$ cat config.mk
export PLATFORM = sky130hd
export DESIGN_NAME = button_toggle_lockout_core_flat
export DESIGN_NICKNAME = d
export VERILOG_FILES = /design/src/design/btl_pkg.sv /design/src/design/btl_if.sv /design/src/design/button_toggle_lockout_core.sv /design/src/flat_wrapper.sv
export VERILOG_INCLUDE_DIRS = /design/src /design/src/design
export SDC_FILE = /design/constraint.sdc
export NUM_CORES = 1
export LEC_CHECK = 0
export BUFFER_PORTS_ARGS = -buffer_cell sky130_fd_sc_hd__buf_4
export CORE_ASPECT_RATIO = 1.25
export CORE_MARGIN = 5
export CORE_UTILIZATION = 60
export CTS_CLUSTER_DIAMETER = 80
export DETAILED_ROUTE_END_ITERATION = 7
export PLACE_DENSITY = 0.76
export SYNTH_ARGS = -nofsm -noshare
export SYNTH_HDL_FRONTEND = slang
export SYNTH_SLANG_ARGS = --single-unit
$ cat constraint.sdc
create_clock -name clk -period 20.8 [get_ports clk]
set_clock_uncertainty 0.15 [all_clocks]
set_input_delay 3.12 -clock clk [delete_from_list [all_inputs] [get_ports clk]]
set_output_delay 3.12 -clock clk [all_outputs]
set_load 0.01 [all_outputs]
$ cat src/design/button_toggle_lockout_core_assert.svh
// assertion macros for the button toggle lockout core
`ifndef BUTTON_TOGGLE_LOCKOUT_CORE_ASSERT_SVH
`define BUTTON_TOGGLE_LOCKOUT_CORE_ASSERT_SVH

// checked on every clock edge outside reset
`define BTL_ASSERT(label, prop, msg) \
    label: assert property (@(posedge clk) disable iff (!rst_n) prop) else $error(msg);

// checked on every clock edge, reset included
`define BTL_ASSERT_ALWAYS(label, prop, msg) \
    label: assert property (@(posedge clk) prop) else $error(msg);

`endif

$ cat src/design/btl_pkg.sv
`timescale 1ns / 1ps

package btl_pkg;

    localparam int NOW_W     = 32;
    localparam int PRESS_W   = 4;
    localparam int FLAGS_W   = 4;
    localparam int MODE_W    = 2;
    localparam int TOGGLE_W  = 3;
    localparam int LOCKOUT_W = 16;
    localparam int WRAP_W    = 32;
    localparam int CFG_IDX_W = 1;
    localparam int CFG_DAT_W = 32;

    // register indexes of the write port
    localparam logic [CFG_IDX_W-1:0] CFG_LOCKOUT = 1'd0;
    localparam logic [CFG_IDX_W-1:0] CFG_WRAP    = 1'd1;

    localparam logic [LOCKOUT_W-1:0] LOCKOUT_RST = 16'd200;
    localparam logic [WRAP_W-1:0]    WRAP_RST    = 32'hFFFF_FFFF;

    // button roles and the no-toggle code
    localparam logic [TOGGLE_W-1:0] BTN_DEBUG    = 3'd1;
    localparam logic [TOGGLE_W-1:0] BTN_OVERTAKE = 3'd3;
    localparam logic [TOGGLE_W-1:0] NO_TOGGLE    = 3'd4;

    typedef enum logic [MODE_W-1:0] {
        MODE_DRIVE    = 2'd0,
        MODE_DEBUG    = 2'd1,
        MODE_PRACTICE = 2'd2
    } mode_t;

endpackage

$ cat src/design/btl_if.sv
`timescale 1ns / 1ps

// tick sample channel
interface btl_in_if;
    import btl_pkg::*;

    logic               valid;
    logic               ready;
    logic [NOW_W-1:0]   now_ticks;
    logic [PRESS_W-1:0] pressed;

    modport source (output valid, output now_ticks, output pressed, input ready);
    modport sink   (input valid, input now_ticks, input pressed, output ready);
endinterface

// result channel
interface btl_out_if;
    import btl_pkg::*;

    logic                valid;
    logic                ready;
    logic [FLAGS_W-1:0]  enabled_flags;
    logic [MODE_W-1:0]   display_mode;
    logic                cooling_override;
    logic                send_report;
    logic [TOGGLE_W-1:0] toggled_button;

    modport source (
        output valid, output enabled_flags, output display_mode,
        output cooling_override, output send_report, output toggled_button,
        input ready
    );
    modport sink (
        input valid, input enabled_flags, input display_mode,
        input cooling_override, input send_report, input toggled_button,
        output ready
    );
endinterface

$ cat src/design/button_toggle_lockout_core.sv
`timescale 1ns / 1ps
// path: an accepted beat is held in the input register, then in the result register (2 registers)
// throughput: one tick sample per cycle while result.ready is high, set by the single input-to-result register pass
// the result register and the input register stall together only when the result is not taken
// reset (rst_n low, asynchronous): press times and enable flags clear, drive mode, no override,
// lockout 200 ticks, wrap at all ones, both channel registers empty
module button_toggle_lockout_core #(
    parameter int BUTTON_COUNT = 4
) (
    input  logic                             clk,
    input  logic                             rst_n,
    btl_in_if.sink                           sample,
    btl_out_if.source                        result,
    input  logic                             cfg_wr_en,
    input  logic [btl_pkg::CFG_IDX_W-1:0]    cfg_index,
    input  logic [btl_pkg::CFG_DAT_W-1:0]    cfg_wr_data
);
    import btl_pkg::*;

`include "button_toggle_lockout_core_assert.svh"

    // only the low four buttons can ever be pressed, so only those keep state
    localparam int ACTIVE = (BUTTON_COUNT < PRESS_W) ? BUTTON_COUNT : PRESS_W;

    // configuration registers
    logic [LOCKOUT_W-1:0] lockout_reg;
    logic [WRAP_W-1:0]    wrap_reg;

    // input register stage
    logic               s1_valid_reg;
    logic [NOW_W-1:0]   s1_now_reg;
    logic [PRESS_W-1:0] s1_pressed_reg;

    // per-button state
    logic [NOW_W-1:0]  time_reg [ACTIVE];
    logic [ACTIVE-1:0] en_reg;
    mode_t             mode_reg;
    logic              override_reg;

    // result register
    logic                res_valid_reg;
    logic [FLAGS_W-1:0]  res_flags_reg;
    logic                res_report_reg;
    logic [TOGGLE_W-1:0] res_toggle_reg;

    // next values and pass logic
    logic                s1_adv;
    logic [ACTIVE-1:0]   press_m;
    logic [ACTIVE-1:0]   grant;
    logic                hit;
    logic [NOW_W-1:0]    stored_sel;
    logic [NOW_W-1:0]    fwd_elapsed;
    logic [NOW_W-1:0]    back_diff;
    logic [NOW_W:0]      back_need;
    logic                pass_fwd;
    logic                pass_wrap;
    logic                accept;
    logic [TOGGLE_W-1:0] tog_idx;
    logic [ACTIVE-1:0]   en_next;
    logic [FLAGS_W-1:0]  en_pad;
    logic [FLAGS_W-1:0]  flags_next;
    mode_t               mode_next;
    logic                override_next;
    logic                turn_on;

    // the input register advances whenever the result register is free or being drained
    assign s1_adv       = s1_valid_reg && (!res_valid_reg || result.ready);
    assign sample.ready = !s1_valid_reg || s1_adv;

    // lowest-numbered pressed button wins: isolate the lowest set bit
    assign press_m = s1_pressed_reg[ACTIVE-1:0];
    assign grant   = press_m & (~press_m + ACTIVE'(1));
    assign hit     = |press_m;

    always_comb
    begin
        stored_sel = '0;
        tog_idx    = NO_TOGGLE;
        for (int i = 0; i < ACTIVE; i++)
        begin
            if (grant[i])
            begin
                stored_sel = stored_sel | time_reg[i];
                tog_idx    = TOGGLE_W'(i);
            end
        end
    end

    // elapsed time: plain difference, or wrap minus the backward distance;
    // the wrapped test is wrap > distance + lockout, kept one bit wider to avoid overflow
    assign fwd_elapsed = s1_now_reg - stored_sel;
    assign back_diff   = stored_sel - s1_now_reg;
    assign back_need   = {1'b0, back_diff} + (NOW_W + 1)'(lockout_reg);
    assign pass_fwd    = fwd_elapsed > NOW_W'(lockout_reg);
    assign pass_wrap   = {1'b0, wrap_reg} > back_need;
    assign accept      = hit && ((s1_now_reg >= stored_sel) ? pass_fwd : pass_wrap);

    // flag toggle and the side effects of switching a button on
    assign en_pad  = FLAGS_W'(en_reg);
    assign en_next = accept ? (en_reg ^ grant) : en_reg;
    assign turn_on = accept && ((en_reg & grant) == '0);

    always_comb
    begin
        flags_next             = '0;
        flags_next[ACTIVE-1:0] = en_next;
    end

    always_comb
    begin
        mode_next     = mode_reg;
        override_next = override_reg;
        if (turn_on && (tog_idx == BTN_DEBUG))
        begin
            unique case (mode_reg)
                MODE_DRIVE: mode_next = MODE_DEBUG;
                MODE_DEBUG: mode_next = MODE_PRACTICE;
                default:    mode_next = MODE_DRIVE;
            endcase
        end
        else if (turn_on && (tog_idx == BTN_OVERTAKE) && en_pad[BTN_DEBUG[1:0]])
        begin
            override_next = !override_reg;
        end
    end

    // configuration writes
    always_ff @(posedge clk or negedge rst_n)
    begin
        if (!rst_n)
        begin
            lockout_reg <= LOCKOUT_RST;
            wrap_reg    <= WRAP_RST;
        end
        else if (cfg_wr_en)
        begin
            unique case (cfg_index)
                CFG_LOCKOUT: lockout_reg <= cfg_wr_data[LOCKOUT_W-1:0];
                CFG_WRAP:    wrap_reg    <= cfg_wr_data[WRAP_W-1:0];
                default:     ;
            endcase
        end
    end

    // input register
    always_ff @(posedge clk or negedge rst_n)
    begin
        if (!rst_n)
        begin
            s1_valid_reg <= 1'b0;
        end
        else if (sample.ready)
        begin
            s1_valid_reg <= sample.valid;
        end
    end

    always_ff @(posedge clk)
    begin
        if (sample.valid && sample.ready)
        begin
            s1_now_reg     <= sample.now_ticks;
            s1_pressed_reg <= sample.pressed;
        end
    end

    // button state, updated as each beat leaves the input register
    always_ff @(posedge clk or negedge rst_n)
    begin
        if (!rst_n)
        begin
            for (int i = 0; i < ACTIVE; i++)
            begin
                time_reg[i] <= '0;
            end
            en_reg       <= '0;
            mode_reg     <= MODE_DRIVE;
            override_reg <= 1'b0;
        end
        else if (s1_adv)
        begin
            for (int i = 0; i < ACTIVE; i++)
            begin
                if (accept && grant[i])
                begin
                    time_reg[i] <= s1_now_reg;
                end
            end
            en_reg       <= en_next;
            mode_reg     <= mode_next;
            override_reg <= override_next;
        end
    end

    // result register
    always_ff @(posedge clk or negedge rst_n)
    begin
        if (!rst_n)
        begin
            res_valid_reg <= 1'b0;
        end
        else if (s1_adv)
        begin
            res_valid_reg <= 1'b1;
        end
        else if (result.ready)
        begin
            res_valid_reg <= 1'b0;
        end
    end

    always_ff @(posedge clk)
    begin
        if (s1_adv)
        begin
            res_flags_reg  <= flags_next;
            res_report_reg <= accept;
            res_toggle_reg <= accept ? tog_idx : NO_TOGGLE;
        end
    end

    // mode and override are state, presented straight with the result beat
    assign result.valid            = res_valid_reg;
    assign result.enabled_flags    = res_flags_reg;
    assign result.display_mode     = mode_reg;
    assign result.cooling_override = override_reg;
    assign result.send_report      = res_report_reg;
    assign result.toggled_button   = res_toggle_reg;

    `BTL_ASSERT(a_report_matches_index,
        res_valid_reg |-> (res_report_reg == (res_toggle_reg != NO_TOGGLE)),
        "send_report disagrees with toggled button")
    `BTL_ASSERT(a_state_holds_on_stall,
        !s1_adv |=> ($stable(en_reg) && $stable(mode_reg) && $stable(override_reg)),
        "button state changed without a beat")
    `BTL_ASSERT(a_toggle_flips_flag,
        (s1_adv && accept) |=> (en_reg != $past(en_reg)),
        "accepted press did not flip its flag")
    `BTL_ASSERT_ALWAYS(a_empty_after_reset,
        !rst_n |=> (!res_valid_reg && !s1_valid_reg),
        "channel registers not empty in reset")

endmodule

$ cat src/flat_wrapper.sv
// flat-port wrapper written by rule: the top's interface ports become plain ports
module button_toggle_lockout_core_flat import btl_pkg::*;
#(
    parameter int BUTTON_COUNT = 4
)
  (clk, rst_n, cfg_wr_en, cfg_index, cfg_wr_data, sample_valid, sample_now_ticks, sample_pressed, sample_ready, result_valid, result_enabled_flags, result_display_mode, result_cooling_override, result_send_report, result_toggled_button, result_ready);
  btl_in_if sample_i ();
  btl_out_if result_i ();
  input  logic clk;
  input  logic rst_n;
  input  logic cfg_wr_en;
  input  logic [btl_pkg::CFG_IDX_W-1:0] cfg_index;
  input  logic [btl_pkg::CFG_DAT_W-1:0] cfg_wr_data;
  input wire logic [$bits(sample_i.valid)-1:0] sample_valid;
  input wire logic [$bits(sample_i.now_ticks)-1:0] sample_now_ticks;
  input wire logic [$bits(sample_i.pressed)-1:0] sample_pressed;
  output wire logic [$bits(sample_i.ready)-1:0] sample_ready;
  output wire logic [$bits(result_i.valid)-1:0] result_valid;
  output wire logic [$bits(result_i.enabled_flags)-1:0] result_enabled_flags;
  output wire logic [$bits(result_i.display_mode)-1:0] result_display_mode;
  output wire logic [$bits(result_i.cooling_override)-1:0] result_cooling_override;
  output wire logic [$bits(result_i.send_report)-1:0] result_send_report;
  output wire logic [$bits(result_i.toggled_button)-1:0] result_toggled_button;
  input wire logic [$bits(result_i.ready)-1:0] result_ready;
  assign sample_i.valid = sample_valid;
  assign sample_i.now_ticks = sample_now_ticks;
  assign sample_i.pressed = sample_pressed;
  assign sample_ready = sample_i.ready;
  assign result_valid = result_i.valid;
  assign result_enabled_flags = result_i.enabled_flags;
  assign result_display_mode = result_i.display_mode;
  assign result_cooling_override = result_i.cooling_override;
  assign result_send_report = result_i.send_report;
  assign result_toggled_button = result_i.toggled_button;
  assign result_i.ready = result_ready;
  button_toggle_lockout_core #(.BUTTON_COUNT(BUTTON_COUNT)) u_core (.clk(clk), .rst_n(rst_n), .sample(sample_i), .result(result_i), .cfg_wr_en(cfg_wr_en), .cfg_index(cfg_index), .cfg_wr_data(cfg_wr_data));
endmodule
==> summary.md <==
### Worst setup path
- **crit path launch type** flip-flop
- **Crit path arrival time** 9.58 ns
- **Setup Crit Path Kind** reg2reg
- **kind of end point of the critical path** flip-flop
- **required time reported for the critical path endpoint** 21.06 ns
- **slowest cell delay on critical path** 0.60 ns
- **maximum fanout count along the critical path** 70
- **Slowest cell on crit path** sky130_fd_sc_hd__nor3_4

### Min path
- **Hold Crit Class** reg2reg

### Floorplan
- **Die Span X** 156 um
- **CORE AREA** 26200 um2
- **area of the die** 30000 um2
- **effective utilization at floorplan** 0.610
- **I/O pin total** 87
- **number of cell rows** 66
- **Die Height** 192 um

### Finish
- **share of final-layout standard cells stronger than drive strength 1** 0.220
- **Final Core Density** 0.670
- **final instance area** 17500 um2
- **Final Net Count** 1786
- **leading cell type in the layout, fill and taps excluded** sky130_fd_sc_hd__dfrtp_1
- **final cell count without fillers** 1933
- **diode insertion count for antenna repair** 0
- **max FFs per register** 128
- **Synth-to-Final Area Change** 9.72%
- **commonest non-fill, non-tap cells in the layout** 150 x sky130_fd_sc_hd__dfrtp_1, 134 x sky130_fd_sc_hd__ha_1, 106 x sky130_fd_sc_hd__inv_1, 102 x sky130_fd_sc_hd__a21oi_1

### Global routing
- **number of global-route vias before repair** 12300
- **Overall Global Routing Usage** 0.260
- **number of antenna violations at the first check in global routing** 0
- **wire length of the first global-routing pass** 63500 um
- **Remaining Overflow, GRT** 0
- **pin count of the biggest net entering global routing** 102

### Timing
- **total setup violations reported at the end of the flow** 0
- **Max-Slew Margin vs Limit** 0.236
- **Worst Max-Slew Pin Slew** 1.14 ns
- **final worst-path setup slack** 11.48 ns
- **highest attainable clock frequency** 107 MHz
- **time the worst path needs with I/O delays and setup** 9.32 ns
- **fin. max-slew vios** 0
- **setup repair after global routing missed its margin** false
- **Setup TNS Final** 0 ns
- **number of hold violations in the final report** 0
- **Min Hold Slack** 0.324 ns
- **crit share post-route** 0.448

### Placed design
- **total placed cells including tap cells** 1889
- **worst slack at placement** 11.52 ns
- **area of placed instances** 16700 um2
- **total of buffers placed on input and output ports** 86
- **final weighted congestion in routability-driven placement** 0.963
- **HPWL after DPL** 29200 um

### Drt
- **DRT Wirelength** 39200 um
- **Routed wire per std cell** 20.3 um
- **number of design rule violations left after detail routing** 0
- **vias after detailed routing** 11909
- **ratio of routed vias to standard cells** 6.16
- **DRC violation total after the first TritonRoute iteration** 838
- **antenna-violating nets left** 0
- **number of iterations in the first detailed-routing pass** 5

### Clock tree
- **maximum number of buffers from clock root to sink** 3
- **number of clock sinks seen by CTS** 229
- **Clock Latency Late Sink** 0.53 ns
- **CTS-repair resized insts** 0
- **clock buffers created by TritonCTS** 24
- **clock tree from TritonCTS** done
- **CTS H-Tree Depth** 1
- **hold buffers post-CTS** 0
- **clock transition at the register clock pins on the worst setup and hold paths after CTS** 0.06 ns
- **number of setup buffers added after CTS** 0
- **root buffer cell** sky130_fd_sc_hd__clkbuf_16

### Power
- **Power Density** 158 nW/um2
- **static power due to leakage** 7.72 nW
- **total power draw** 2.77 mW
- **Max VDD drop** 0.0000835 V

### Yosys
- **async set-or-reset flop fraction in the synthesized netlist** 0.808
- **number of enable flip-flop cells after synthesis** 44
- **Gate Count Post-Synth** 1519
- **Yosys warning total** 0
- **net count of the mapped netlist** 1730
- **synth unique cells** 95
- **FF+latch count, synth** 229
- **fraction of the yosys area taken by sequential cells** 0.375
- **cell area after synthesis** 16000 um2
- **most used flip-flop cell after synthesis** sky130_fd_sc_hd__dfrtp_1
- **average cell area after synthesis** 10.5 um2

### Run
- **Max-Cap Viols** 0

### Outcome
- **outcome** completed

[worst max-delay path, delay by kind of cell, from the launching register on]
family | cells | cell delay (ns)
AOI/OAI and AO/OA | 11 | 3.03
xor gates and xnor gates | 2 | 0.37
adders and majority gates | 3 | 1.19
buffers and inverters | 3 | 1.36
DFF | 1 | 0.33
muxes | 1 | 0.38
and+or+nand+nor | 10 | 2.33
[kinds of logic after synthesis]
kind of cell	after synthesis	share of synthesized area
compound gates	397	0.177
simple gates	344	0.109
flops	229	0.375
mux	173	0.142
buf+inv	172	0.0500
fa+ha+maj	137	0.109
xor+xnor	67	0.0372
[layer usage]
| layer | routed length (um) | GRT usage | vias to the layer above |
|---|---|---|---|
| met5 | 0 | 0 | - |
| met4 | 1410 | 0.0906 | 0 |
| met3 | 1690 | 0.0328 | 83 |
| met2 | 19200 | 0.452 | 304 |
| met1 | 16800 | 0.334 | 5841 |
| li1 | - | - | 5681 |
[worst paths after layout]
kind	slack [ns]	to	from	cells after the start
max reg2reg	11.48	u_core.time_reg[63]$_DFFE_PN0P_	u_core.press_m[0]$_DFFE_PP_	30
min in group asynchronous	2.51	u_core.en_pad[2]$_DFFE_PN0P_	rst_n	1
min	0.32	u_core.result.cooling_override$_DFFE_PN0P_	u_core.result.cooling_override$_DFFE_PN0P_	1
min reg2reg	0.32	u_core.result.cooling_override$_DFFE_PN0P_	u_core.result.cooling_override$_DFFE_PN0P_	1
max	11.48	u_core.time_reg[63]$_DFFE_PN0P_	u_core.press_m[0]$_DFFE_PP_	30
max in group asynchronous	16.38	u_core.time_reg[74]$_DFFE_PN0P_	rst_n	2
[cell usage after synthesis (28+ instances only)]
library cell               count  share of area
sky130_fd_sc_hd__a221o_1      30          0.019
sky130_fd_sc_hd__dfstp_2      35          0.058
sky130_fd_sc_hd__a22oi_1      33          0.016
sky130_fd_sc_hd__mux2_1       34          0.024
sky130_fd_sc_hd__nand2_1      99          0.023
sky130_fd_sc_hd__mux2_4       88          0.083
sky130_fd_sc_hd__dfrtp_1     150           0.23
sky130_fd_sc_hd__edfxtp_1     44          0.083
sky130_fd_sc_hd__ha_1        134           0.10
sky130_fd_sc_hd__a21o_1       28          0.013
sky130_fd_sc_hd__o21ai_0      71          0.022
sky130_fd_sc_hd__inv_1       106          0.025
sky130_fd_sc_hd__xnor2_1      43          0.024
sky130_fd_sc_hd__a21oi_1     102          0.032
sky130_fd_sc_hd__nor2_1       99          0.023
sky130_fd_sc_hd__mux2_2       48          0.034
sky130_fd_sc_hd__nand4_1      28          0.011
[cell type report]
cell class,count,area [um2]
repair buffers,95,717
inverters,107,402
clock inverters,19,198
fillers,2044,8640
clock buffers,25,604
flip-flops and latches,229,5990
multi-input cells,1118,9190
well taps,340,425
[power by group]
group,switching [mW],internal (mW)
sequential,0.103,0.628
clock,0.185,0.251
combinational,0.879,0.722
total,1.17,1.60
No activity file was read; power rests on OpenSTA's default activity.
